### config.mk
export PLATFORM = sky130hd
export DESIGN_NAME = quorum_request_tracker
export DESIGN_NICKNAME = d
export VERILOG_FILES = /design/src/rtl/qrt_pkg.sv /design/src/rtl/quorum_request_tracker.sv /design/src/rtl/qrt_ram.sv /design/src/rtl/qrt_front.sv /design/src/rtl/qrt_back.sv
export SDC_FILE = /design/constraint.sdc
export NUM_CORES = 2
export LEC_CHECK = 0
export BUFFER_PORTS_ARGS = -buffer_cell sky130_fd_sc_hd__buf_2
export CAP_MARGIN = 20
export CORE_MARGIN = 2
export CORE_UTILIZATION = 55
export DETAILED_ROUTE_END_ITERATION = 8
export PLACE_DENSITY = 0.77
export SLEW_MARGIN = 5
export SYNTH_ARGS = -nofsm -noshare
export SYNTH_HDL_FRONTEND = slang
export SYNTH_SLANG_ARGS = --single-unit
export TNS_END_PERCENT = 50
### constraint.sdc
create_clock -name clk -period 12 [get_ports clk]
set_input_delay 0.6 -clock clk [delete_from_list [all_inputs] [get_ports clk]]
set_output_delay 0.6 -clock clk [all_outputs]
set_load 0.02 [all_outputs]
### src/rtl/qrt_pkg.sv
// package for the quorum request tracker: item types, codes and default sizes
// no dependencies
`timescale 1ns / 1ps

package qrt_pkg;

  localparam int TABLE_DEPTH_DEF = 16;
  localparam int QUEUE_DEPTH     = 2;
  localparam int QPTR_W          = 1;
  localparam int QCNT_W          = 2;

  typedef enum logic [1:0] {
    CMD_START = 2'd0,
    CMD_REPLY = 2'd1,
    CMD_CHECK = 2'd2
  } cmd_t;

  localparam logic [1:0] KIND_CREATE = 2'd0;
  localparam logic [1:0] KIND_READ   = 2'd1;
  localparam logic [1:0] KIND_UPDATE = 2'd2;
  localparam logic [1:0] KIND_DELETE = 2'd3;

  localparam logic [1:0] ST_OK   = 2'd0;
  localparam logic [1:0] ST_FAIL = 2'd1;
  localparam logic [1:0] ST_FULL = 2'd2;

  localparam logic [1:0] CFG_TIMEOUT = 2'd0;
  localparam logic [1:0] CFG_QUORUM  = 2'd1;
  localparam logic [1:0] CFG_REPLICA = 2'd2;

  localparam logic [15:0] TIMEOUT_RST = 16'd10;
  localparam logic [1:0]  QUORUM_RST  = 2'd2;
  localparam logic [1:0]  REPLICA_RST = 2'd3;

  typedef struct packed {
    logic [1:0]  cmd;
    logic [31:0] trans_id;
    logic [1:0]  op_kind;
    logic        reply_ok;
    logic [31:0] now_time;
  } in_t;

  typedef struct packed {
    logic [31:0] done_id;
    logic [1:0]  done_kind;
    logic [1:0]  status;
    logic        last;
  } out_t;

  typedef struct packed {
    logic [31:0] id;
    logic [1:0]  kind;
    logic [31:0] start;
    logic [1:0]  replies;
    logic        failed;
  } ent_t;

  typedef struct packed {
    logic [15:0] timeout_ticks;
    logic [1:0]  quorum_count;
    logic [1:0]  replica_count;
  } cfg_t;

  typedef struct packed {
    logic valid;
    in_t  item;
  } qhead_t;

  typedef enum logic [1:0] {
    BK_IDLE,
    BK_SCAN,
    BK_FINISH
  } bk_state_t;

endpackage

### src/rtl/quorum_request_tracker.sv
// top level of the quorum request tracker: configuration registers, front queue, table walker
// depends on qrt_pkg, qrt_front, qrt_back and qrt_ram
`timescale 1ns / 1ps

// Every accepted start, reply or check item passes through the back end states in order:
// BK_IDLE issues the first table read, BK_SCAN visits one slot per cycle as the walker steps
// through the table memory and its one read port, and BK_FINISH records a new request or
// sends the final result. A check sends one result per retired slot, in slot order, with
// last set on the final one; a stalled result channel holds the walk. A two-entry queue in
// front takes items while the walk runs. Items with the unused command code are dropped on
// entry.

module quorum_request_tracker #(
  parameter int TABLE_DEPTH = qrt_pkg::TABLE_DEPTH_DEF
) (
  input  logic          clk,
  input  logic          rst_n,
  input  logic          in_valid,
  output logic          in_stall,
  input  qrt_pkg::in_t  in_data,
  output logic          out_valid,
  input  logic          out_stall,
  output qrt_pkg::out_t out_data,
  input  logic          cfg_wr_en,
  input  logic [1:0]    cfg_index,
  input  logic [15:0]   cfg_wdata
);

  qrt_pkg::cfg_t   cfg_r;
  qrt_pkg::qhead_t q_head;
  logic            q_pop;

  always_ff @(posedge clk) begin
    if (!rst_n) begin
      cfg_r.timeout_ticks <= qrt_pkg::TIMEOUT_RST;
      cfg_r.quorum_count  <= qrt_pkg::QUORUM_RST;
      cfg_r.replica_count <= qrt_pkg::REPLICA_RST;
    end else if (cfg_wr_en) begin
      unique case (cfg_index)
        qrt_pkg::CFG_TIMEOUT: cfg_r.timeout_ticks <= cfg_wdata;
        qrt_pkg::CFG_QUORUM:  cfg_r.quorum_count  <= cfg_wdata[1:0];
        qrt_pkg::CFG_REPLICA: cfg_r.replica_count <= cfg_wdata[1:0];
        default: ;
      endcase
    end
  end

  qrt_front u_front (
    .clk     (clk),
    .rst_n   (rst_n),
    .in_valid(in_valid),
    .in_stall(in_stall),
    .in_data (in_data),
    .q_head  (q_head),
    .q_pop   (q_pop)
  );

  qrt_back #(
    .TABLE_DEPTH(TABLE_DEPTH)
  ) u_back (
    .clk      (clk),
    .rst_n    (rst_n),
    .cfg      (cfg_r),
    .q_head   (q_head),
    .q_pop    (q_pop),
    .out_valid(out_valid),
    .out_stall(out_stall),
    .out_data (out_data)
  );

`ifndef SYNTHESIS
  a_full_is_last: assert property (@(posedge clk) disable iff (!rst_n)
    (out_valid && (out_data.status == qrt_pkg::ST_FULL)) |-> out_data.last)
    else $error("table full result without last");

  a_status_code: assert property (@(posedge clk) disable iff (!rst_n)
    out_valid |-> ((out_data.status == qrt_pkg::ST_OK) ||
                   (out_data.status == qrt_pkg::ST_FAIL) ||
                   (out_data.status == qrt_pkg::ST_FULL)))
    else $error("unused status code on result");

  a_reset_clears_out: assert property (@(posedge clk)
    !rst_n |=> !out_valid)
    else $error("result valid right after reset");

  a_pop_needs_item: assert property (@(posedge clk) disable iff (!rst_n)
    q_pop |-> q_head.valid)
    else $error("queue pop while empty");
`endif

endmodule

### src/rtl/qrt_ram.sv
// generic single write, single read ram with registered read data
// no dependencies
`timescale 1ns / 1ps

module qrt_ram #(
  parameter int WIDTH = 8,
  parameter int DEPTH = 16
) (
  input  logic                     clk,
  input  logic                     we,
  input  logic [$clog2(DEPTH)-1:0] waddr,
  input  logic [WIDTH-1:0]         wdata,
  input  logic [$clog2(DEPTH)-1:0] raddr,
  output logic [WIDTH-1:0]         rdata
);

  logic [WIDTH-1:0] mem [DEPTH];
  logic [WIDTH-1:0] rdata_r;

  always_ff @(posedge clk) begin
    if (we) begin
      mem[waddr] <= wdata;
    end
    rdata_r <= mem[raddr];
  end

  assign rdata = rdata_r;

endmodule

### src/rtl/qrt_front.sv
// front end: takes input transfers, drops unused command codes, queues the rest
// depends on qrt_pkg
`timescale 1ns / 1ps

module qrt_front (
  input  logic          clk,
  input  logic          rst_n,
  input  logic          in_valid,
  output logic          in_stall,
  input  qrt_pkg::in_t  in_data,
  output qrt_pkg::qhead_t q_head,
  input  logic          q_pop
);

  qrt_pkg::in_t                q_ent_r [qrt_pkg::QUEUE_DEPTH];
  logic [qrt_pkg::QPTR_W-1:0]  wr_ptr_r, wr_ptr_nxt;
  logic [qrt_pkg::QPTR_W-1:0]  rd_ptr_r, rd_ptr_nxt;
  logic [qrt_pkg::QCNT_W-1:0]  cnt_r, cnt_nxt;
  logic                        keep;
  logic                        push;

  assign keep = (in_data.cmd == qrt_pkg::CMD_START) ||
                (in_data.cmd == qrt_pkg::CMD_REPLY) ||
                (in_data.cmd == qrt_pkg::CMD_CHECK);

  assign in_stall = (cnt_r == qrt_pkg::QCNT_W'(qrt_pkg::QUEUE_DEPTH));
  assign push     = in_valid && !in_stall && keep;

  always_comb begin
    wr_ptr_nxt = push  ? qrt_pkg::QPTR_W'(wr_ptr_r + 1'b1) : wr_ptr_r;
    rd_ptr_nxt = q_pop ? qrt_pkg::QPTR_W'(rd_ptr_r + 1'b1) : rd_ptr_r;
    cnt_nxt    = qrt_pkg::QCNT_W'(cnt_r + {{(qrt_pkg::QCNT_W-1){1'b0}}, push}
                                        - {{(qrt_pkg::QCNT_W-1){1'b0}}, q_pop});
  end

  always_ff @(posedge clk) begin
    if (!rst_n) begin
      wr_ptr_r <= '0;
      rd_ptr_r <= '0;
      cnt_r    <= '0;
    end else begin
      wr_ptr_r <= wr_ptr_nxt;
      rd_ptr_r <= rd_ptr_nxt;
      cnt_r    <= cnt_nxt;
    end
  end

  always_ff @(posedge clk) begin
    if (push) begin
      q_ent_r[wr_ptr_r] <= in_data;
    end
  end

  assign q_head.valid = (cnt_r != '0);
  assign q_head.item  = q_ent_r[rd_ptr_r];

endmodule

### src/rtl/qrt_back.sv
// back end: walks the request table once per queued item and drives the result register
// depends on qrt_pkg and qrt_ram
`timescale 1ns / 1ps

module qrt_back #(
  parameter int TABLE_DEPTH = qrt_pkg::TABLE_DEPTH_DEF
) (
  input  logic            clk,
  input  logic            rst_n,
  input  qrt_pkg::cfg_t   cfg,
  input  qrt_pkg::qhead_t q_head,
  output logic            q_pop,
  output logic            out_valid,
  input  logic            out_stall,
  output qrt_pkg::out_t   out_data
);

  localparam int IDX_W = $clog2(TABLE_DEPTH);
  localparam logic [IDX_W-1:0] LAST_IDX = IDX_W'(TABLE_DEPTH - 1);

  qrt_pkg::bk_state_t state_r, state_nxt;

  logic [TABLE_DEPTH-1:0] vld_r;
  logic [IDX_W-1:0]       b_idx_r;
  logic                   dup_r;
  logic                   free_v_r;
  logic [IDX_W-1:0]       free_idx_r;
  logic                   pend_v_r;
  qrt_pkg::out_t          pend_r;
  logic                   out_valid_r;
  qrt_pkg::out_t          out_r;

  logic                   ram_we;
  logic [IDX_W-1:0]       ram_waddr;
  qrt_pkg::ent_t          ram_wdata;
  logic [IDX_W-1:0]       ram_raddr;
  logic [$bits(qrt_pkg::ent_t)-1:0] ram_rdata;

  qrt_pkg::in_t           item;
  qrt_pkg::ent_t          ent;
  qrt_pkg::ent_t          ent_upd;
  qrt_pkg::out_t          res;
  qrt_pkg::out_t          out_load_val;
  logic                   is_start, is_reply, is_check;
  logic                   slot_live, id_hit;
  logic [31:0]            age;
  logic                   fail, succ, retire;
  logic [1:0]             need;
  logic                   out_free;
  logic                   adv;
  logic                   fin_ok;
  logic                   out_load;
  logic                   fin_full;
  logic                   fin_write;

  qrt_ram #(
    .WIDTH($bits(qrt_pkg::ent_t)),
    .DEPTH(TABLE_DEPTH)
  ) u_ram (
    .clk  (clk),
    .we   (ram_we),
    .waddr(ram_waddr),
    .wdata(ram_wdata),
    .raddr(ram_raddr),
    .rdata(ram_rdata)
  );

  assign item     = q_head.item;
  assign ent      = qrt_pkg::ent_t'(ram_rdata);
  assign is_start = (item.cmd == qrt_pkg::CMD_START);
  assign is_reply = (item.cmd == qrt_pkg::CMD_REPLY);
  assign is_check = (item.cmd == qrt_pkg::CMD_CHECK);
  assign out_free = !out_valid_r || !out_stall;

  // slot evaluation
  always_comb begin
    slot_live = vld_r[b_idx_r];
    id_hit    = slot_live && (ent.id == item.trans_id);
    age       = item.now_time - ent.start;
    fail      = ent.failed || (age > {16'd0, cfg.timeout_ticks});
    need      = ((ent.kind == qrt_pkg::KIND_CREATE) || (ent.kind == qrt_pkg::KIND_DELETE)) ?
                cfg.replica_count : cfg.quorum_count;
    succ      = (ent.replies >= need);
    retire    = slot_live && (fail || succ);
    res.done_id   = ent.id;
    res.done_kind = ent.kind;
    res.status    = fail ? qrt_pkg::ST_FAIL : qrt_pkg::ST_OK;
    res.last      = 1'b0;
    ent_upd = ent;
    if (item.reply_ok) begin
      ent_upd.replies = (ent.replies == 2'd3) ? 2'd3 : 2'(ent.replies + 2'd1);
    end else begin
      ent_upd.failed = 1'b1;
    end
  end

  // next state
  always_comb begin
    state_nxt = state_r;
    unique case (state_r)
      qrt_pkg::BK_IDLE: begin
        if (q_head.valid) state_nxt = qrt_pkg::BK_SCAN;
      end
      qrt_pkg::BK_SCAN: begin
        if (adv && (b_idx_r == LAST_IDX)) state_nxt = qrt_pkg::BK_FINISH;
      end
      qrt_pkg::BK_FINISH: begin
        if (fin_ok) state_nxt = qrt_pkg::BK_IDLE;
      end
      default: state_nxt = qrt_pkg::BK_IDLE;
    endcase
  end

  // outputs and datapath controls
  always_comb begin
    adv          = 1'b0;
    fin_ok       = 1'b0;
    fin_full     = 1'b0;
    fin_write    = 1'b0;
    out_load     = 1'b0;
    out_load_val = pend_r;
    q_pop        = 1'b0;
    ram_we       = 1'b0;
    ram_waddr    = b_idx_r;
    ram_wdata    = ent_upd;
    ram_raddr    = '0;
    unique case (state_r)
      qrt_pkg::BK_IDLE: begin
        ram_raddr = '0;
      end
      qrt_pkg::BK_SCAN: begin
        adv = !(is_check && retire && pend_v_r && !out_free);
        ram_raddr = adv ? IDX_W'(b_idx_r + 1'b1) : b_idx_r;
        if (adv && is_reply && id_hit) ram_we = 1'b1;
        if (adv && is_check && retire && pend_v_r) out_load = 1'b1;
      end
      qrt_pkg::BK_FINISH: begin
        fin_full  = is_start && !dup_r && !free_v_r;
        fin_write = is_start && !dup_r && free_v_r;
        fin_ok    = (fin_full || (is_check && pend_v_r)) ? out_free : 1'b1;
        q_pop     = fin_ok;
        if (fin_ok && fin_write) begin
          ram_we              = 1'b1;
          ram_waddr           = free_idx_r;
          ram_wdata.id        = item.trans_id;
          ram_wdata.kind      = item.op_kind;
          ram_wdata.start     = item.now_time;
          ram_wdata.replies   = 2'd0;
          ram_wdata.failed    = 1'b0;
        end
        if (fin_ok && fin_full) begin
          out_load               = 1'b1;
          out_load_val.done_id   = item.trans_id;
          out_load_val.done_kind = item.op_kind;
          out_load_val.status    = qrt_pkg::ST_FULL;
          out_load_val.last      = 1'b1;
        end else if (fin_ok && is_check && pend_v_r) begin
          out_load          = 1'b1;
          out_load_val.last = 1'b1;
        end
      end
      default: begin
        ram_raddr = '0;
      end
    endcase
  end

  always_ff @(posedge clk) begin
    if (!rst_n) begin
      state_r     <= qrt_pkg::BK_IDLE;
      vld_r       <= '0;
      b_idx_r     <= '0;
      dup_r       <= 1'b0;
      free_v_r    <= 1'b0;
      free_idx_r  <= '0;
      pend_v_r    <= 1'b0;
      out_valid_r <= 1'b0;
    end else begin
      state_r <= state_nxt;
      if (out_load) begin
        out_valid_r <= 1'b1;
      end else if (!out_stall) begin
        out_valid_r <= 1'b0;
      end
      if ((state_r == qrt_pkg::BK_IDLE) && q_head.valid) begin
        b_idx_r  <= '0;
        dup_r    <= 1'b0;
        free_v_r <= 1'b0;
      end
      if ((state_r == qrt_pkg::BK_SCAN) && adv) begin
        b_idx_r <= IDX_W'(b_idx_r + 1'b1);
        if (is_start && id_hit) dup_r <= 1'b1;
        if (is_start && !slot_live && !free_v_r) begin
          free_v_r   <= 1'b1;
          free_idx_r <= b_idx_r;
        end
        if (is_check && retire) begin
          vld_r[b_idx_r] <= 1'b0;
          pend_v_r       <= 1'b1;
        end
      end
      if ((state_r == qrt_pkg::BK_FINISH) && fin_ok) begin
        if (fin_write) vld_r[free_idx_r] <= 1'b1;
        if (is_check) pend_v_r <= 1'b0;
      end
    end
  end

  always_ff @(posedge clk) begin
    if (out_load) out_r <= out_load_val;
    if ((state_r == qrt_pkg::BK_SCAN) && adv && is_check && retire) pend_r <= res;
  end

  assign out_valid = out_valid_r;
  assign out_data  = out_r;

endmodule

# Word level (Yosys, flattened, before mapping)
# Memory sizes are Yosys's and may differ from the RTL's. A register that Yosys moved wholly into a read port is not among the register bits.
# Index checks and enable logic that the tools add are counted.
[word_totals] ff_bits=127 mem_bits_rw=1242 inputBits=92 out_inout_bits=39 elab_cells=173 mem_count=2
[mem_list] name="u_back.u_ram.mem" depth=16 word_bits=69 read_ports=1 rd_clocked_by_memory_dff=1 wr=1 line="qrt_ram.sv:17" rtl="logic [WIDTH-1:0] mem [DEPTH];"
[mem_list] name="u_front.q_ent_r" depth=2 word_bits=69 read_ports=1 rd_clocked_by_memory_dff=1 wr=1 line="qrt_front.sv:15" rtl="qrt_pkg::in_t q_ent_r [qrt_pkg::QUEUE_DEPTH];"
[classes] n_addsub=7 magnitude_cmp=6 eq_ne=17 muxes=59 bitwise_logic=3 n_reduce_logical=58
[ops] cell="$mux 69" count=2
[ops] cell="$mux 16" count=5
[ops] cell="$mux 37" count=1
[ops] cell="$mux 36" count=1
[ops] cell="$eq 32x32->1" count=1
[ops] cell="$gt 32x16->1" count=1
[ops] cell="$mux 1" count=32
[ops] cell="$sub 32x32->32" count=1
[ops] cell="$logic_and 1x1->1" count=31
[ops] cell="$mux 4" count=6
[ops] cell="$and 16x16->16" count=1
[ops] cell="$not 16->16" count=1
[ops] cell="$or 16x16->16" count=1
[ops] cell="$eq 2x2->1 const B" count=7
[ops] cell="$mux 2" count=6
[ops] cell="$logic_not 2->1" count=5
[ops] cell="$lt 4x5->1 const B" count=2
[ops] cell="$demux 1 s4" count=2
[ops] cell="$eq 2x1->1 const B" count=4
[ops] cell="$ge 4x1->1 const B" count=2
[ops] cell="$logic_not 1->1" count=8
[ops] cell="$ne 2x1->1 const B" count=4
[ops] cell="$reduce_and 2->1" count=4
[ops] cell="$logic_or 1x1->1" count=7
[ops] cell="12 further kinds" count=15

# Logic depth before layout (Yosys ltp)
[depth] ltp_word=17 mapped_depth=30 depth_no_buf=23

# Modules after synthesis
# Synthesis repeated with hierarchy kept, for this count alone.
[hier_totals] cells_unflattened=3148 hier_area_um2=57017.2
[modules_own_cells] module="qrt_ram" instances=1 cells_each=1776 area_each_um2=42709.7 seq_area_each_um2=34533.1
[modules_own_cells] module="qrt_back" instances=1 cells_each=1046 area_each_um2=8216.6 seq_area_each_um2=2762.6
[modules_own_cells] module="qrt_front" instances=1 cells_each=240 area_each_um2=5253.8 seq_area_each_um2=4244.1
[modules_own_cells] module="quorum_request_tracker" instances=1 cells_each=86 area_each_um2=837.1 seq_area_each_um2=400.4

# Worst setup path before layout
# No wires, ideal clock.
[synth_timing] kind="reg2reg" from="reg (tool-made name)" to="mem u_back.u_ram.mem[3][0] (netlist bit), enable pin" setup_time_ps=504 arrival_time_ps=8694 required_ps=11496 setup_slack_ps=2803 path_stages_with_launch=28 n_path_buf=4 synth_period_minus_slack_ps=9197 path_cell_list="dfxtp_1 > clkbuf_1 > buf_1 > buf_1 > mux2i_1 > ha_1 > fa_1 > nand2b_1 > a21o_1 > a211o_1 > nand2_1 > a21oi_1 > xnor2_1 > ha_1 > a21o_1 > a211o_1 > a41oi_1 > a31oi_1 > a21oi_1 > o2111ai_1 > nor4_4 > and4_1 > buf_4 > o21ai_0 > o21ai_0 > and2_1 > nor2b_1 > nor2b_1"
[synth_lines] item="end: declaration" line="qrt_ram.sv:17"

==> impl_metrics.env <==
export IMPL_status="complete, no violations"
export IMPL_synth_compound_area_share_pct=9.33
export IMPL_cp_num_cells=25
export IMPL_synth_top_cell_area_share_pct=68.8
export IMPL_period_share_pct=74.3
export IMPL_synth_area_leaders="edfxtp_1 69%, mux2i_1 4.5%, dfxtp_1 4.3%"
export IMPL_nNetsFinal=4123
export IMPL_ir_drop_mv=0.147
export IMPL_synth_cells=3798
export IMPL_tritoncts="done"
export IMPL_grt_max_degree=121
export IMPL_ys_flop_type="edfxtp_1"
export IMPL_die_w_um=327
export IMPL_io_pins=131
export IMPL_yosysUniqueCellTypes=81
export IMPL_coreArea_mm2=0.103
export IMPL_drc_errors=0
export IMPL_antenna_found_initial=3
export IMPL_maxCapViolations=0
export IMPL_ctsHoldBuffers=0
export IMPL_cts_sinks=1438
export IMPL_crit_arrival_ns=9.53
export IMPL_grt_pass1_wl_um=219000
export IMPL_rows=118
export IMPL_routed_wl_um=151000
export IMPL_cp_slowest_cell="dfxtp_4"
export IMPL_cts_root_buf="clkbuf_16"
export IMPL_cts_resized=0
export IMPL_syn2layout_area_growth_pct=12.5
export IMPL_overflow=0
export IMPL_worstPathMaxFanout=44
export IMPL_worstHoldPathType="input pin to register"
export IMPL_synth_adder_area_share_pct=1.34
export IMPL_layout_drive_gt1_share_pct=14.7
export IMPL_required_ns=12.61
export IMPL_postCtsSetupRepairBufs=0
export IMPL_floorplan_initialDensity_pct=55.4
export IMPL_ant_nets=0
export IMPL_syn_area_mm2=0.0573
export IMPL_hold_viol=0
export IMPL_synth_top_family_by_area="compound AO/OA/AOI/OAI gates"
export IMPL_wl_per_cell_um=27.7
export IMPL_final_cell_mix="1,314 x edfxtp_1, 375 x nand2_1, 257 x mux2i_1, 208 x o22ai_1, 179 x o21ai_0"
export IMPL_synth_xor_area_share_pct=0.902
export IMPL_critical_path_endpoint_type="register"
export IMPL_dp_hpwl_um=81900
export IMPL_fmax_mhz=112
export IMPL_drt_pass1_iter_count=8
export IMPL_drv_slew=0
export IMPL_ys_seq_area_share_pct=73.2
export IMPL_vias=35447
export IMPL_fin_skew_ns=0.0253
export IMPL_mostFrequentLayoutCell="edfxtp_1"
export IMPL_synth_simple_area_share_pct=6.49
export IMPL_grt_pass1_vias=34487
export IMPL_finalSetupTns_ns=0
export IMPL_final_setup_viol_count=0
export IMPL_htree_levels=4
export IMPL_postLayoutCoreUtil_pct=62.3
export IMPL_grt_usage_pct=27.8
export IMPL_place_congestion=0.926
export IMPL_muxShareOfSynthArea_pct=6.65
export IMPL_critPathLaunchType="register"
export IMPL_crit_buf_inv=2
export IMPL_clkSlewWorstSetupHoldPaths_ns=0.06
export IMPL_cts_path_max_buffers=3
export IMPL_numCtsBuffers=138
export IMPL_timing_hold_ws_ns=0.0360
export IMPL_max_stage_delay_ns=0.76
export IMPL_yosys_area_top_type="edfxtp_1"
export IMPL_crit_family="simple AND/OR/NAND/NOR gates"
export IMPL_synth_edf_count=1314
export IMPL_ys_seq_elements=1438
export IMPL_max_slew_margin_pct=18.3
export IMPL_vias_per_cell=6.49
export IMPL_rsz0062_at_grt="no"
export IMPL_io_buffers=130
export IMPL_synth_fp_nets=3951
export IMPL_path_class="register to register"
export IMPL_chipHeight_um=327
export IMPL_p_leak_uw=0.0211
export IMPL_power_density_mw_per_mm2=211
export IMPL_tightest_slew_ns=1.22
export IMPL_period_needed_ns=8.92
export IMPL_hold_depth=1
export IMPL_drt_iter0_markers=4754
export IMPL_async_reset_ff_share_pct=0
export IMPL_yosysWarnings=0
export IMPL_rr_worst_depth=25
export IMPL_synth_avg_cell_area_um2=15.1
export IMPL_die_area_mm2=0.107
export IMPL_insertion_delay_ns=0.76
## power breakdown
part / leakage [uW] / internal (uW) / total [uW] / switching (uW)
sequential: 0.0128 / 6080 / 6230 / 150
clock: 0.00216 / 2410 / 4250 / 1840
combinational: 0.00612 / 1010 / 3090 / 2080
total: 0.0211 / 9500 / 13600 / 4070
## sequential cells by signal, summed over array words and instances (netlist names), named ones only
register / count
u_front.q_ent_r: 138
u_back.vld_r: 16
u_back.u_ram.mem: 1104
u_back.free_idx_r: 4
u_back.out_valid: 1
cfg_r: 20
u_back.out_data: 37
u_back.state_r: 2
u_back.free_v_r: 1
u_back.dup_r: 1
u_back.u_ram.rdata: 69
u_front.rd_ptr_r: 1
u_front.cnt_r: 2
u_front.wr_ptr_r: 1
u_back.pend_r: 35
u_back.b_idx_r: 4
u_back.pend_v_r: 1
## cells by family after synthesis
group / Yosys count
flops: 1438
compound gates: 810
simple gates: 771
mux: 362
buf+inv: 297
fa+ha+maj: 61
xor+xnor: 59
## final cells by class
class	instances	area [um^2]
diodes	1	2.50
clock buffers	194	3810
clock inverters	59	628
fillers	7272	39000
inverters	72	270
multi-input cells	2063	14400
flip-flops and latches	1438	41900
well taps	1380	1730
repair buffers	257	1710
## metal layers
| metal | GRT usage (%) | routed length (um) | up-vias |
|---|---|---|---|
| li1 | - | - | 15167 |
| met1 | 37.9 | 57700 | 17613 |
| met2 | 43.9 | 70200 | 2287 |
| met3 | 6.00 | 17400 | 378 |
| met4 | 11.5 | 5820 | 2 |
| met5 | 0 | 13 | - |
## synth_stat cells, types with 60 or more instances
master       n
edfxtp_1  1314
nand2_1    376
mux2i_1    258
o22ai_1    208
o21ai_0    185
clkbuf_1   153
dfxtp_1    124
nand3_1     95
mux2_2      94
a21oi_1     84
nor2_1      78
a211oi_1    76
or4_1       74
inv_1       70
a22o_1      69
a311oi_1    69
ha_1        60
## final timing paths
check,from,end,slack [ns]
max,register,u_back.u_ram.rdata[67],3.08
min,in_data[51],u_front.q_ent_r[1][51],0.04
max reg2reg,register,u_back.u_ram.rdata[67],3.08
min reg2reg,cfg_r[9],cfg_r[9],0.47
## through the flow
| stage | setup WS, ns | area (um^2) | power (uW) | std cells |
|---|---|---|---|---|
| 2_1_floorplan | 2.80 | 57300 | 8220 | 3798 |
| 3_3_place_gp | 3.54 | 59900 | 9240 | 5200 |
| 3_5_place_dp | 3.41 | 60000 | 9320 | 5202 |
| 4_1_cts | 3.29 | 64400 | 13500 | 5455 |
| 5_1_grt | 2.79 | 64500 | 14000 | 5463 |
| 6_report | 3.08 | 64500 | 13600 | 5464 |
Power figures use the tool's default switching activity.
